<file path="src/rtl/core/ofb_pkg.sv">
// Package for the page-organized OLED frame buffer: item, command and result
// types, state encoding, geometry constants and display command bytes.
// No dependencies.
package ofb_pkg;

    // Display geometry. Each page holds COLUMNS bytes, and each byte covers
    // eight pixel rows.
    localparam int COLUMNS = 64;
    localparam int PAGES   = 6;

    // The store is kept as 64-bit words of eight column bytes each.
    localparam int GROUPS   = (COLUMNS + 7) / 8;
    localparam int WORDS    = PAGES * GROUPS;
    localparam int ADDR_W   = (WORDS > 1) ? $clog2(WORDS) : 1;
    localparam int GRP_W    = (GROUPS > 1) ? $clog2(GROUPS) : 1;
    localparam int WORD_W   = 64;

    // Queue sizes.
    localparam int CMDQ_DEPTH = 2;
    localparam int CMDQ_PTR_W = $clog2(CMDQ_DEPTH);
    localparam int CMDQ_CNT_W = $clog2(CMDQ_DEPTH + 1);
    localparam int OUTQ_DEPTH = 4;
    localparam int OUTQ_PTR_W = $clog2(OUTQ_DEPTH);
    localparam int OUTQ_CNT_W = $clog2(OUTQ_DEPTH + 1);

    // Display command bytes sent ahead of each page of data.
    localparam logic [7:0] CMD_PAGE_BASE = 8'hb0;
    localparam logic [7:0] CMD_COL_LOW   = 8'h00;
    localparam logic [7:0] CMD_COL_HIGH  = 8'h12;

    // Operation codes of an input item.
    typedef enum logic [1:0] {
        OP_DRAW    = 2'd0,
        OP_CLEAR   = 2'd1,
        OP_REFRESH = 2'd2
    } t_ofb_op;

    // Work kinds handed from the front end to the back end.
    typedef enum logic [1:0] {
        KIND_DRAW,
        KIND_CLEAR,
        KIND_REFRESH
    } t_ofb_kind;

    typedef enum logic [2:0] {
        ST_IDLE,
        ST_DRAW_RD,
        ST_DRAW_WR,
        ST_CMD_PAGE,
        ST_CMD_LOW,
        ST_CMD_HIGH,
        ST_DATA
    } t_ofb_state;

    typedef struct packed {
        logic [1:0] operation;
        logic [5:0] column;
        logic [5:0] row;
        logic       pixel_on;
        logic [2:0] page;
    } t_ofb_item;

    typedef struct packed {
        logic              is_data;
        logic [WORD_W-1:0] payload;
        logic              last_of_page;
    } t_ofb_result;

    typedef struct packed {
        t_ofb_kind         kind;
        logic [ADDR_W-1:0] addr;
        logic [2:0]        lane;
        logic [2:0]        bit_sel;
        logic              pixel_on;
        logic [2:0]        page;
    } t_ofb_cmd;

endpackage

</file>
<file path="src/rtl/core/oled_page_framebuffer.sv">
// Page-organized monochrome OLED frame buffer, top level.
// Depends on ofb_pkg, ofb_front, ofb_cmd_fifo and ofb_back.
//
// This block keeps a COLUMNS by (8 * PAGES) pixel image, organized as pages of
// column bytes in the way page-mode OLED controllers expect, and streams one
// page at a time as controller items. Input items come in through a queue
// style port (push/full) and results leave through one (empty/pop). A draw
// item sets or clears one pixel; points off the panel are ignored. A clear
// item blanks the whole image at once and emits nothing. A refresh item
// emits three command items (page address 0xB0 plus the page, column low
// 0x00, column high 0x12), then the page's bytes as 64-bit data items, eight
// columns each with the lowest column in the lowest byte; last_of_page marks
// the final one. is_data selects between the command control byte (0x00) and
// the data control byte (0x40) on the bus. Refreshes of pages beyond the panel
// and unused operation codes are dropped. The front end takes one item every
// cycle while its two-entry command queue has room. In the back end a refresh
// picks up the command, emits three command items, then makes eight reads,
// one per cycle while the result queue has room, through the single read port
// of the frame store; a draw picks up, reads and writes back, and a clear only
// picks up. Result items leave through a four-entry queue, so a slow consumer
// stalls the refresh only once that queue fills. The store is held as 64-bit
// words with one valid bit each, so reset and clear take effect at once and
// no clearing pass is needed after reset.
module oled_page_framebuffer
    import ofb_pkg::*;
(
    input  logic        i_clk,
    input  logic        i_rst_n,
    input  logic        push,
    output logic        full,
    input  t_ofb_item   i_item,
    output logic        empty,
    input  logic        pop,
    output t_ofb_result o_result
);

    logic     cmdq_push;
    logic     cmdq_full;
    logic     cmdq_pop;
    logic     cmdq_empty;
    t_ofb_cmd front_cmd;
    t_ofb_cmd back_cmd;

    // The front end filters and classifies each item as it arrives.
    ofb_front u_front (
        .i_push      (push),
        .i_item      (i_item),
        .i_cmdq_full (cmdq_full),
        .o_full      (full),
        .o_cmd_push  (cmdq_push),
        .o_cmd       (front_cmd)
    );

    // The command queue lets the front end keep taking items while the back
    // end is busy with a refresh.
    ofb_cmd_fifo u_cmdq (
        .i_clk   (i_clk),
        .i_rst_n (i_rst_n),
        .i_push  (cmdq_push),
        .i_cmd   (front_cmd),
        .o_full  (cmdq_full),
        .i_pop   (cmdq_pop),
        .o_empty (cmdq_empty),
        .o_cmd   (back_cmd)
    );

    // The back end owns the frame store and produces the result items.
    ofb_back u_back (
        .i_clk        (i_clk),
        .i_rst_n      (i_rst_n),
        .i_cmdq_empty (cmdq_empty),
        .i_cmd        (back_cmd),
        .o_cmdq_pop   (cmdq_pop),
        .o_empty      (empty),
        .i_pop        (pop),
        .o_result     (o_result)
    );

endmodule

</file>
<file path="src/rtl/core/ofb_front.sv">
// Front end of the frame buffer: checks and classifies input items and turns
// them into work commands for the back end. Depends on ofb_pkg.
module ofb_front
    import ofb_pkg::*;
(
    input  logic      i_push,
    input  t_ofb_item i_item,
    input  logic      i_cmdq_full,
    output logic      o_full,
    output logic      o_cmd_push,
    output t_ofb_cmd  o_cmd
);

    logic cmd_ok;

    always_comb begin
        cmd_ok         = 1'b0;
        o_cmd          = '0;
        o_cmd.kind     = KIND_DRAW;
        o_cmd.lane     = i_item.column[2:0];
        o_cmd.bit_sel  = i_item.row[2:0];
        o_cmd.pixel_on = i_item.pixel_on;
        case (i_item.operation)
            OP_DRAW: begin
                // Points off the panel are dropped here.
                if (({2'b00, i_item.column} < 8'(COLUMNS)) &&
                    ({1'b0, i_item.row[5:3]} < 4'(PAGES))) begin
                    cmd_ok     = 1'b1;
                    o_cmd.kind = KIND_DRAW;
                    o_cmd.addr = ADDR_W'(i_item.row[5:3]) * ADDR_W'(GROUPS)
                               + ADDR_W'(i_item.column[5:3]);
                end
            end
            OP_CLEAR: begin
                cmd_ok     = 1'b1;
                o_cmd.kind = KIND_CLEAR;
            end
            OP_REFRESH: begin
                if ({1'b0, i_item.page} < 4'(PAGES)) begin
                    cmd_ok     = 1'b1;
                    o_cmd.kind = KIND_REFRESH;
                    o_cmd.page = i_item.page;
                    o_cmd.addr = ADDR_W'(i_item.page) * ADDR_W'(GROUPS);
                end
            end
            default: begin
                cmd_ok = 1'b0;
            end
        endcase
    end

    assign o_full     = i_cmdq_full;
    assign o_cmd_push = i_push && !i_cmdq_full && cmd_ok;

endmodule

</file>
<file path="src/rtl/core/ofb_cmd_fifo.sv">
// Short command queue between the front end and the back end of the frame
// buffer. Depends on ofb_pkg.
module ofb_cmd_fifo
    import ofb_pkg::*;
(
    input  logic     i_clk,
    input  logic     i_rst_n,
    input  logic     i_push,
    input  t_ofb_cmd i_cmd,
    output logic     o_full,
    input  logic     i_pop,
    output logic     o_empty,
    output t_ofb_cmd o_cmd
);

    t_ofb_cmd              r_mem [CMDQ_DEPTH];
    logic [CMDQ_PTR_W-1:0] r_wr_ptr;
    logic [CMDQ_PTR_W-1:0] r_rd_ptr;
    logic [CMDQ_CNT_W-1:0] r_count;
    logic                  do_push;
    logic                  do_pop;

    assign o_full  = (r_count == CMDQ_CNT_W'(CMDQ_DEPTH));
    assign o_empty = (r_count == '0);
    assign o_cmd   = r_mem[r_rd_ptr];
    assign do_push = i_push && !o_full;
    assign do_pop  = i_pop && !o_empty;

    always_ff @(posedge i_clk) begin
        if (!i_rst_n) begin
            r_wr_ptr <= '0;
            r_rd_ptr <= '0;
            r_count  <= '0;
        end else begin
            if (do_push) begin
                r_wr_ptr <= r_wr_ptr + 1'b1;
            end
            if (do_pop) begin
                r_rd_ptr <= r_rd_ptr + 1'b1;
            end
            if (do_push && !do_pop) begin
                r_count <= r_count + 1'b1;
            end else if (do_pop && !do_push) begin
                r_count <= r_count - 1'b1;
            end
        end
    end

    always_ff @(posedge i_clk) begin
        if (do_push) begin
            r_mem[r_wr_ptr] <= i_cmd;
        end
    end

endmodule

</file>
<file path="src/rtl/core/ofb_back.sv">
// Back end of the frame buffer: the frame store memory with per-word valid
// bits, the draw/clear/refresh sequencer and the result queue.
// Depends on ofb_pkg.
module ofb_back
    import ofb_pkg::*;
(
    input  logic        i_clk,
    input  logic        i_rst_n,
    input  logic        i_cmdq_empty,
    input  t_ofb_cmd    i_cmd,
    output logic        o_cmdq_pop,
    output logic        o_empty,
    input  logic        i_pop,
    output t_ofb_result o_result
);

    // Frame store and its read port.
    logic [WORD_W-1:0] r_mem [WORDS];
    logic [WORD_W-1:0] r_rd_data;
    logic              r_rd_valid;
    logic [WORDS-1:0]  r_valid;
    logic [WORDS-1:0]  n_valid;

    // Sequencer.
    t_ofb_state        r_state;
    t_ofb_state        n_state;
    t_ofb_cmd          r_cmd;
    logic [GRP_W-1:0]  r_grp;
    logic [GRP_W-1:0]  n_grp;
    logic              r_pend;
    logic              n_pend;
    logic              r_pend_last;
    logic              n_pend_last;

    logic              mem_re;
    logic [ADDR_W-1:0] mem_raddr;
    logic              mem_we;
    logic [WORD_W-1:0] mem_wdata;
    logic [WORD_W-1:0] old_word;
    logic              cmd_push;
    logic [7:0]        cmd_byte;

    // Result queue.
    t_ofb_result           r_q [OUTQ_DEPTH];
    logic [OUTQ_PTR_W-1:0] r_head;
    logic [OUTQ_PTR_W-1:0] r_tail;
    logic [OUTQ_CNT_W-1:0] r_count;
    logic                  room;
    logic                  q_push;
    logic                  q_pop;
    t_ofb_result           q_item;

    assign room     = ({1'b0, r_count} + {{OUTQ_CNT_W{1'b0}}, r_pend})
                    < (OUTQ_CNT_W + 1)'(OUTQ_DEPTH);
    assign old_word = r_rd_valid ? r_rd_data : '0;

    always_comb begin
        n_state     = r_state;
        n_grp       = r_grp;
        n_pend      = 1'b0;
        n_pend_last = r_pend_last;
        n_valid     = r_valid;
        o_cmdq_pop  = 1'b0;
        mem_re      = 1'b0;
        mem_raddr   = r_cmd.addr;
        mem_we      = 1'b0;
        mem_wdata   = old_word;
        cmd_push    = 1'b0;
        cmd_byte    = CMD_COL_LOW;
        case (r_state)
            ST_IDLE: begin
                if (!i_cmdq_empty) begin
                    o_cmdq_pop = 1'b1;
                    case (i_cmd.kind)
                        KIND_DRAW: begin
                            n_state = ST_DRAW_RD;
                        end
                        KIND_CLEAR: begin
                            // Dropping every valid bit makes each word read as zero.
                            n_valid = '0;
                        end
                        KIND_REFRESH: begin
                            n_state = ST_CMD_PAGE;
                            n_grp   = '0;
                        end
                        default: begin
                            n_state = ST_IDLE;
                        end
                    endcase
                end
            end
            ST_DRAW_RD: begin
                mem_re  = 1'b1;
                n_state = ST_DRAW_WR;
            end
            ST_DRAW_WR: begin
                mem_we = 1'b1;
                mem_wdata[{r_cmd.lane, r_cmd.bit_sel}] = r_cmd.pixel_on;
                n_valid[r_cmd.addr] = 1'b1;
                n_state = ST_IDLE;
            end
            ST_CMD_PAGE: begin
                cmd_byte = CMD_PAGE_BASE + {5'd0, r_cmd.page};
                if (room) begin
                    cmd_push = 1'b1;
                    n_state  = ST_CMD_LOW;
                end
            end
            ST_CMD_LOW: begin
                cmd_byte = CMD_COL_LOW;
                if (room) begin
                    cmd_push = 1'b1;
                    n_state  = ST_CMD_HIGH;
                end
            end
            ST_CMD_HIGH: begin
                cmd_byte = CMD_COL_HIGH;
                if (room) begin
                    cmd_push = 1'b1;
                    n_state  = ST_DATA;
                end
            end
            ST_DATA: begin
                mem_raddr = r_cmd.addr + ADDR_W'(r_grp);
                if (room) begin
                    mem_re      = 1'b1;
                    n_pend      = 1'b1;
                    n_pend_last = (r_grp == GRP_W'(GROUPS - 1));
                    if (r_grp == GRP_W'(GROUPS - 1)) begin
                        n_state = ST_IDLE;
                    end else begin
                        n_grp = r_grp + 1'b1;
                    end
                end
            end
            default: begin
                n_state = ST_IDLE;
            end
        endcase
    end

    always_ff @(posedge i_clk) begin
        if (!i_rst_n) begin
            r_state <= ST_IDLE;
            r_valid <= '0;
            r_pend  <= 1'b0;
            r_grp   <= '0;
        end else begin
            r_state <= n_state;
            r_valid <= n_valid;
            r_pend  <= n_pend;
            r_grp   <= n_grp;
        end
    end

    always_ff @(posedge i_clk) begin
        r_pend_last <= n_pend_last;
        if (o_cmdq_pop) begin
            r_cmd <= i_cmd;
        end
    end

    always_ff @(posedge i_clk) begin
        if (mem_we) begin
            r_mem[r_cmd.addr] <= mem_wdata;
        end
        if (mem_re) begin
            r_rd_data  <= r_mem[mem_raddr];
            r_rd_valid <= r_valid[mem_raddr];
        end
    end

    // Command results are pushed from the command states, data results in the
    // cycle after their read. The sequence never lets the two coincide.
    always_comb begin
        q_item              = '0;
        q_item.is_data      = r_pend;
        q_item.last_of_page = r_pend && r_pend_last;
        q_item.payload      = r_pend ? old_word : {{(WORD_W - 8){1'b0}}, cmd_byte};
    end

    assign q_push   = cmd_push || r_pend;
    assign o_empty  = (r_count == '0);
    assign q_pop    = i_pop && !o_empty;
    assign o_result = r_q[r_head];

    always_ff @(posedge i_clk) begin
        if (!i_rst_n) begin
            r_head  <= '0;
            r_tail  <= '0;
            r_count <= '0;
        end else begin
            if (q_push) begin
                r_tail <= r_tail + 1'b1;
            end
            if (q_pop) begin
                r_head <= r_head + 1'b1;
            end
            if (q_push && !q_pop) begin
                r_count <= r_count + 1'b1;
            end else if (q_pop && !q_push) begin
                r_count <= r_count - 1'b1;
            end
        end
    end

    always_ff @(posedge i_clk) begin
        if (q_push) begin
            r_q[r_tail] <= q_item;
        end
    end

endmodule
</file>
<file path="config.mk">
export PLATFORM = sky130hd
export DESIGN_NAME = oled_page_framebuffer
export DESIGN_NICKNAME = d
export VERILOG_FILES = /design/src/rtl/core/ofb_pkg.sv /design/src/rtl/core/oled_page_framebuffer.sv /design/src/rtl/core/ofb_front.sv /design/src/rtl/core/ofb_cmd_fifo.sv /design/src/rtl/core/ofb_back.sv
export SDC_FILE = /design/constraint.sdc
export NUM_CORES = 2
export LEC_CHECK = 0
export BUFFER_PORTS_ARGS = -buffer_cell sky130_fd_sc_hd__buf_4
export CAP_MARGIN = 20
export CORE_ASPECT_RATIO = 2
export CORE_MARGIN = 8
export CORE_UTILIZATION = 40
export CTS_BUF_LIST = sky130_fd_sc_hd__clkbuf_16
export DETAILED_ROUTE_END_ITERATION = 8
export GPL_TIMING_DRIVEN = 0
export PLACE_DENSITY_LB_ADDON = 0.1
export SLEW_MARGIN = 20
export SYNTH_ARGS = -nofsm -noshare
export SYNTH_HDL_FRONTEND = slang
export SYNTH_SLANG_ARGS = --single-unit
</file>
<file path="constraint.sdc">
create_clock -name i_clk -period 4.7 [get_ports i_clk]
set_clock_uncertainty 0.2 [all_clocks]
set_input_delay 0.235 -clock i_clk [delete_from_list [all_inputs] [get_ports i_clk]]
set_output_delay 0.235 -clock i_clk [all_outputs]
set_load 0.1 [all_outputs]
</file>
# After elaboration in Yosys (flattened, before gate mapping)
# Memories as Yosys holds them, arrays and structs flattened. A register that Yosys moved wholly into a read port is not among the register bits.
# Index checks and enable logic that the tools add are counted.
# word_totals
ff_bits	84
word_cells	156
mem_count	3
ramBits	3372
# op_classes
bitwise	1
add_sub_neg	13
magnitude_cmp	8
n_mux	57
n_eq_ne	22
reduce_logical	35
# mem_list
name	depth	word_bits	rd	rd_clocked_by_memory_dff	write_ports	line_no	source
u_back.r_mem	48	64	1	1	1	ofb_back.sv:18	logic [WORD_W-1:0] r_mem [WORDS];
u_back.r_q	4	66	1	1	1	ofb_back.sv:44	t_ofb_result r_q [OUTQ_DEPTH];
u_cmdq.r_mem	2	18	1	1	1	ofb_cmd_fifo.sv:16	t_ofb_cmd r_mem [CMDQ_DEPTH];
# op_table
cell	count
$mux W64	3
$mux W48	2
$pmux W48 S2	1
$bwmux W64	1
$or A48 B48 Y48	1
$mux W3	14
$lt A6 B7 Y1 const B	3
$mux W1	18
$pmux W3 S6	1
$pmux W8 S2	1
$add A6 B3 Y6	2
$demux W1 S6	2
$eq A3 B3 Y1 const B	4
$ge A6 B1 Y1 const B	2
$logic_and A1 B1 Y1	12
$mux W6	2
$pmux W6 S2	1
$ne A2 B1 Y1 const B	5
$ne A2 B2 Y1 const B	5
$pmux W3 S3	1
$add A8 B3 Y8 const A	1
$mux W2	4
$mux W8	1
$reduce_bool A2 Y1	4
other kinds (26)	45

# Logic depth before layout (Yosys ltp)
# logic_depth
word_depth	9
depth_mapped	14
ltp_nobuf	11

# Cells and area by module
# A second synthesis with hierarchy kept.
# hier_totals
hier_cells	8300
hier_area_um2	137023.9
# modules_own_cells
mod	n_inst	cells_each	seq_area_each_um2	area_each_um2
ofb_back	1	8191	103919.7	135281.0
ofb_cmd_fifo	1	81	1181.1	1530.2
ofb_front	1	28	0.0	212.7

# Least setup slack after synthesis
# No wires, ideal clock.
# synth_timing
path_kind	reg2reg
start	reg u_back.r_state[2]
end	mem u_back.r_mem[29][0] (enable)
path_buffers	2
slack_ns	-0.114
path_stages_with_launch	7
setup_ns	0.487
arrival_time_ns	4.128
path_cell_list	dfxtp_1 -> buf_2 -> and2b_1 -> nand2b_1 -> or3_1 -> clkbuf_1 -> nor2_1
# synth_via
elab_chain_len	4
# synth_lines
element	line_no	source
start: declaration	ofb_back.sv:25	t_ofb_state r_state;
start signal: assignment	ofb_back.sv:149	r_state <= n_state;
$eq A3 B2 Y1	ofb_back.sv:70	case (r_state)
$mux W1	ofb_back.sv:70	
$mux W1	ofb_back.sv:164	if (mem_we) begin
$mux W1 (implied by the code)	ofb_back.sv:165	r_mem[r_cmd.addr] <= mem_wdata;
end: declaration	ofb_back.sv:18	
# Every way passes these cells.

# Worst setup path in the final report
# layout_timing
start	reg u_back.r_cmd[10] in the netlist's numbering
end	reg u_back.r_rd_data[36], read port of u_back.r_mem, data pin
# layout_via
elab_chain_len	2
# layout_lines
element	line_no	source
start: declaration	ofb_back.sv:27	t_ofb_cmd r_cmd;
start signal: assignment	ofb_back.sv:159	r_cmd <= i_cmd;
$add A6 B3 Y6	ofb_back.sv:124	mem_raddr = r_cmd.addr + ADDR_W'(r_grp);
$mux W6 (*)	ofb_back.sv:70	
end: declaration	ofb_back.sv:19	logic [WORD_W-1:0] r_rd_data;
# Mark *: on every way between the ends. The rest lies on a longest branch, timed or not.
# A chain may end at the register's enable or synchronous reset.

==> impl_results.md <==
* Status: complete, but fails checks
* Failing checks: setup timing
* Final worst setup slack at -95.34 ps
* Vias per Instance at 5.725
* Drt wl/cell at 33.48 microns
* Slew HR at 0.1965
* Final setup vio count at 5
* Max cap viols at 0
* Worst-Margin Slew at 1196 ps
* Req. time, crit path at 5190 ps
* Min-Delay Startpoint: i_item[13]
* Vias in the first global route at 78820
* Area leader, netlist: edfxtp_1
* F_max at 208.5 MHz
* Minimum clock period at 4795 ps
* Seq pwr share at 0.413
* Cell count after synthesis at 8547
* Grt ovf at 0
* Final Cycle Share at 1.020
* RSZ-0062 raised after global routing: no
* Ys Warns at 0
* Via count at 81100
* Critical path arrival at 5290 ps
* Synth Register Bits at 3523
* CP endpoint kind: flip-flop
* Number of CTS-inserted buffers at 328
* Core Box Area at 343800 sq um
* Maximum VDD drop at 0.4068 mV
* Die Area at 365000 sq um
* Share of layout cells above drive strength 1 at 0.1821
* First-pass GRT wire length at 650400 microns
* Combinational share of power at 0.297
* Worst hold slack at 50.11 ps
* DR iter-0 viols at 8991
* Startpoint types: flip-flop
* # DRC at 0
* GR peak layer: met2
* Post-synth EDFFs at 3454
* Flop-to-flop setup slack at -100 ps
* Reg-to-Reg Start: u_back.r_cmd[10]
* Distinct cells, synth at 69
* Post-route ant nets at 0
* TritonCTS clock tree: done
* Syn avg cell area at 16.14 sq um
* Power per cell area at 562.6 nW/um^2
* I/O pins at 90
* DP Area at 151200 sq um
* M3 GR Usage at 0.03743
* Ys async rst share at 0
* Routed wire length at 474200 microns
* CTS Root Cell: clkbuf_16
* Final Slew Violations at 0
* Post-synth top flop: edfxtp_1
* Met2 Use GR at 0.4316
* Sw Pwr at 32.16 mW
* Die width at 431.2 microns
* Sink Count at 3523
* TritonRoute pass-1 iters at 9
* Crit Path Max Fanout at 10
* Pwr Total at 91.31 mW
* GR Layer Usage met1 at 0.3103
* R2R cell count at 13
* Synth Cell Area at 137900 sq um
* Setup CP Type: flip-flop to flip-flop
* Worst Hold Path EP: u_cmdq.r_mem[1][10]
* Gpl congestion at 0.8837
* Leakage power at 54.38 nW
* Pint at 59.15 mW
* Top cell type's share of synthesized area at 0.7521
* Top cells by count, synth: 3454 x edfxtp_1, 1739 x nand2_1, 1124 x nand3_1, 387 x mux4_2, 235 x mux2i_1
* Area Growth Syn to Fin at 17.69%
* Final net count at 9326
* Main area contributors after synthesis: edfxtp_1 75%, mux4_2 6.3%, nand2_1 4.7%
* Switching part of the total at 0.3522
* Sequential area share after synthesis at 0.7621
* Mapped Nets at 8582
* WHS Path Cells at 3
* Fin area at 162300 sq um
* Worst min-delay path class: primary input to flip-flop
* GRT Total Usage at 0.2533
* Final Hold Viols at 0
* H-tree depth at 5
* Most frequent cell after synthesis: edfxtp_1
* CTS max path bufs at 4
* Aggregate negative setup slack at -214.9 ps
* Worst-skew pair later-pin latency at 940 ps
* Largest net degree at the start of global routing at 49
* HPWL Detailed at 343700 microns
* Die Height at 846.4 microns
* Num rows at 305
* Initial core utilization at 0.4011
* Clock power frac at 0.290
* Initial antenna violation count at 47
* CTS clk-pin slew, worst paths at 70 ps
* End of the worst register-to-register path: u_back.r_rd_data[36]
* Buffers on Ports at 89
-- layout make-up --
cell class              instances  area (sq um)
clock buffers                 337          8433
diodes                         27         67.56
well taps                    4605          5762
multi-input cells            4441         30540
flip-flops and latches       3523        105100
repair buffers                415          7338
fillers                     29600        181500
clock inverters               236          1883
plain buffers                 561          3100
inverters                      21         78.83
-- metrics by stage --
step | instances | setup slack, ps | utilization
global route | 14140 | 0.8509 | 0.4719
detailed placement | 13520 | -1446 | 0.4397
floorplan | 8547 | -114.2 | -
CTS | 14140 | -9.916 | 0.4716
finish | 14170 | -95.34 | 0.4720
global placement | 13240 | -6549 | 0.4198
-- power by group through the flow --
| stage | clock network (mW) | logic [mW] | registers [mW] |
|---|---|---|---|
| after floorplan | 0 | 14.3 | 37.9 |
| after global placement | 0 | 25.7 | 38.7 |
| after detailed placement | 0 | 26.9 | 38.3 |
| after CTS | 26.9 | 27.2 | 37.6 |
| after global routing | 27.9 | 28.3 | 37.7 |
| final | 26.4 | 27.2 | 37.7 |
-- kinds of logic (layout without fill, tap and decap cells) --
kind of cell	after synthesis	count (layout)	share of synthesized area
xor+xnor	10	10	0.0006351
other cells	0	27	0
compound gates	449	449	0.02502
mux	643	643	0.08221
flops	3523	3523	0.7621
buf+inv	583	1570	0.02149
fa+ha+maj	13	13	0.001288
simple gates	3326	3326	0.1072
-- flip-flops by register name, indices dropped and copies added (netlist names), 2 cells and up, named ones only --
signal	count
u_back.r_mem	3072
u_back.r_q	264
u_back.r_rd_data	64
u_back.r_valid	48
u_cmdq.r_mem	36
u_back.r_cmd	16
u_back.r_count	3
u_back.r_grp	3
u_back.r_state	3
u_back.r_head	2
u_back.r_tail	2
u_cmdq.r_count	2
-- timing repair --
item / 4_1_cts / 5_1_grt
hold endpoints to repair: 112 / 0
hold buffers: 41 / 0
buffers inserted: 1 / 1
setup endpoints to repair: 328 / 72
resized for setup: 98 / 38
pin swaps: 3 / 3
-- worst max-delay path: stages, from the launching register on --
cell	delay, ps
edfxtp_1	600
ha_1	450
and4b_1	230
buf_6	140
a21oi_4	210
buf_12	310
buf_12	330
buf_8	310
buf_6	340
nand2_1	90
a311oi_1	340
a31oi_1	90
a22oi_2	300
and3_1	460
-- metal layers --
metal / wire length [microns] / share of wire
met2: 235900 / 0.50
met3: 30720 / 0.065
met5: 108 / 0.00023
met4: 30520 / 0.064
met1: 177000 / 0.37
-- worst max-delay path by stage --
stage / endpoint / slack (ps) / start
2_1_floorplan: u_back.r_mem[29][0] / -110 / u_back.r_state[2]
3_3_place_gp: u_back.r_mem[1][16] / -6550 / u_back.r_state[2]
3_5_place_dp: u_back.r_rd_data[53] / -1450 / u_back.r_cmd[11]
4_1_cts: u_back.r_rd_data[11] / -10 / u_back.r_cmd[11]
5_1_grt: u_back.r_rd_data[2] / 0.9 / u_back.r_cmd[11]
6_report: u_back.r_rd_data[36] / -100 / u_back.r_cmd[10]
-- layout by cell type, fill, tap and decap left out, drive strengths merged, types with 62 or more instances in the layout --
| master | n |
|---|---|
| mux2i | 236 |
| and3 | 68 |
| nand2 | 1739 |
| clkinv | 139 |
| dfxtp | 69 |
| o21ai | 72 |
| buf | 717 |
| clkbuf | 555 |
| inv | 79 |
| nand4 | 185 |
| a21oi | 65 |
| a32oi | 127 |
| mux4 | 389 |
| a221oi | 62 |
| edfxtp | 3454 |
| nand3 | 1125 |
| nor2 | 130 |
(Power assumes the default switching activity.)
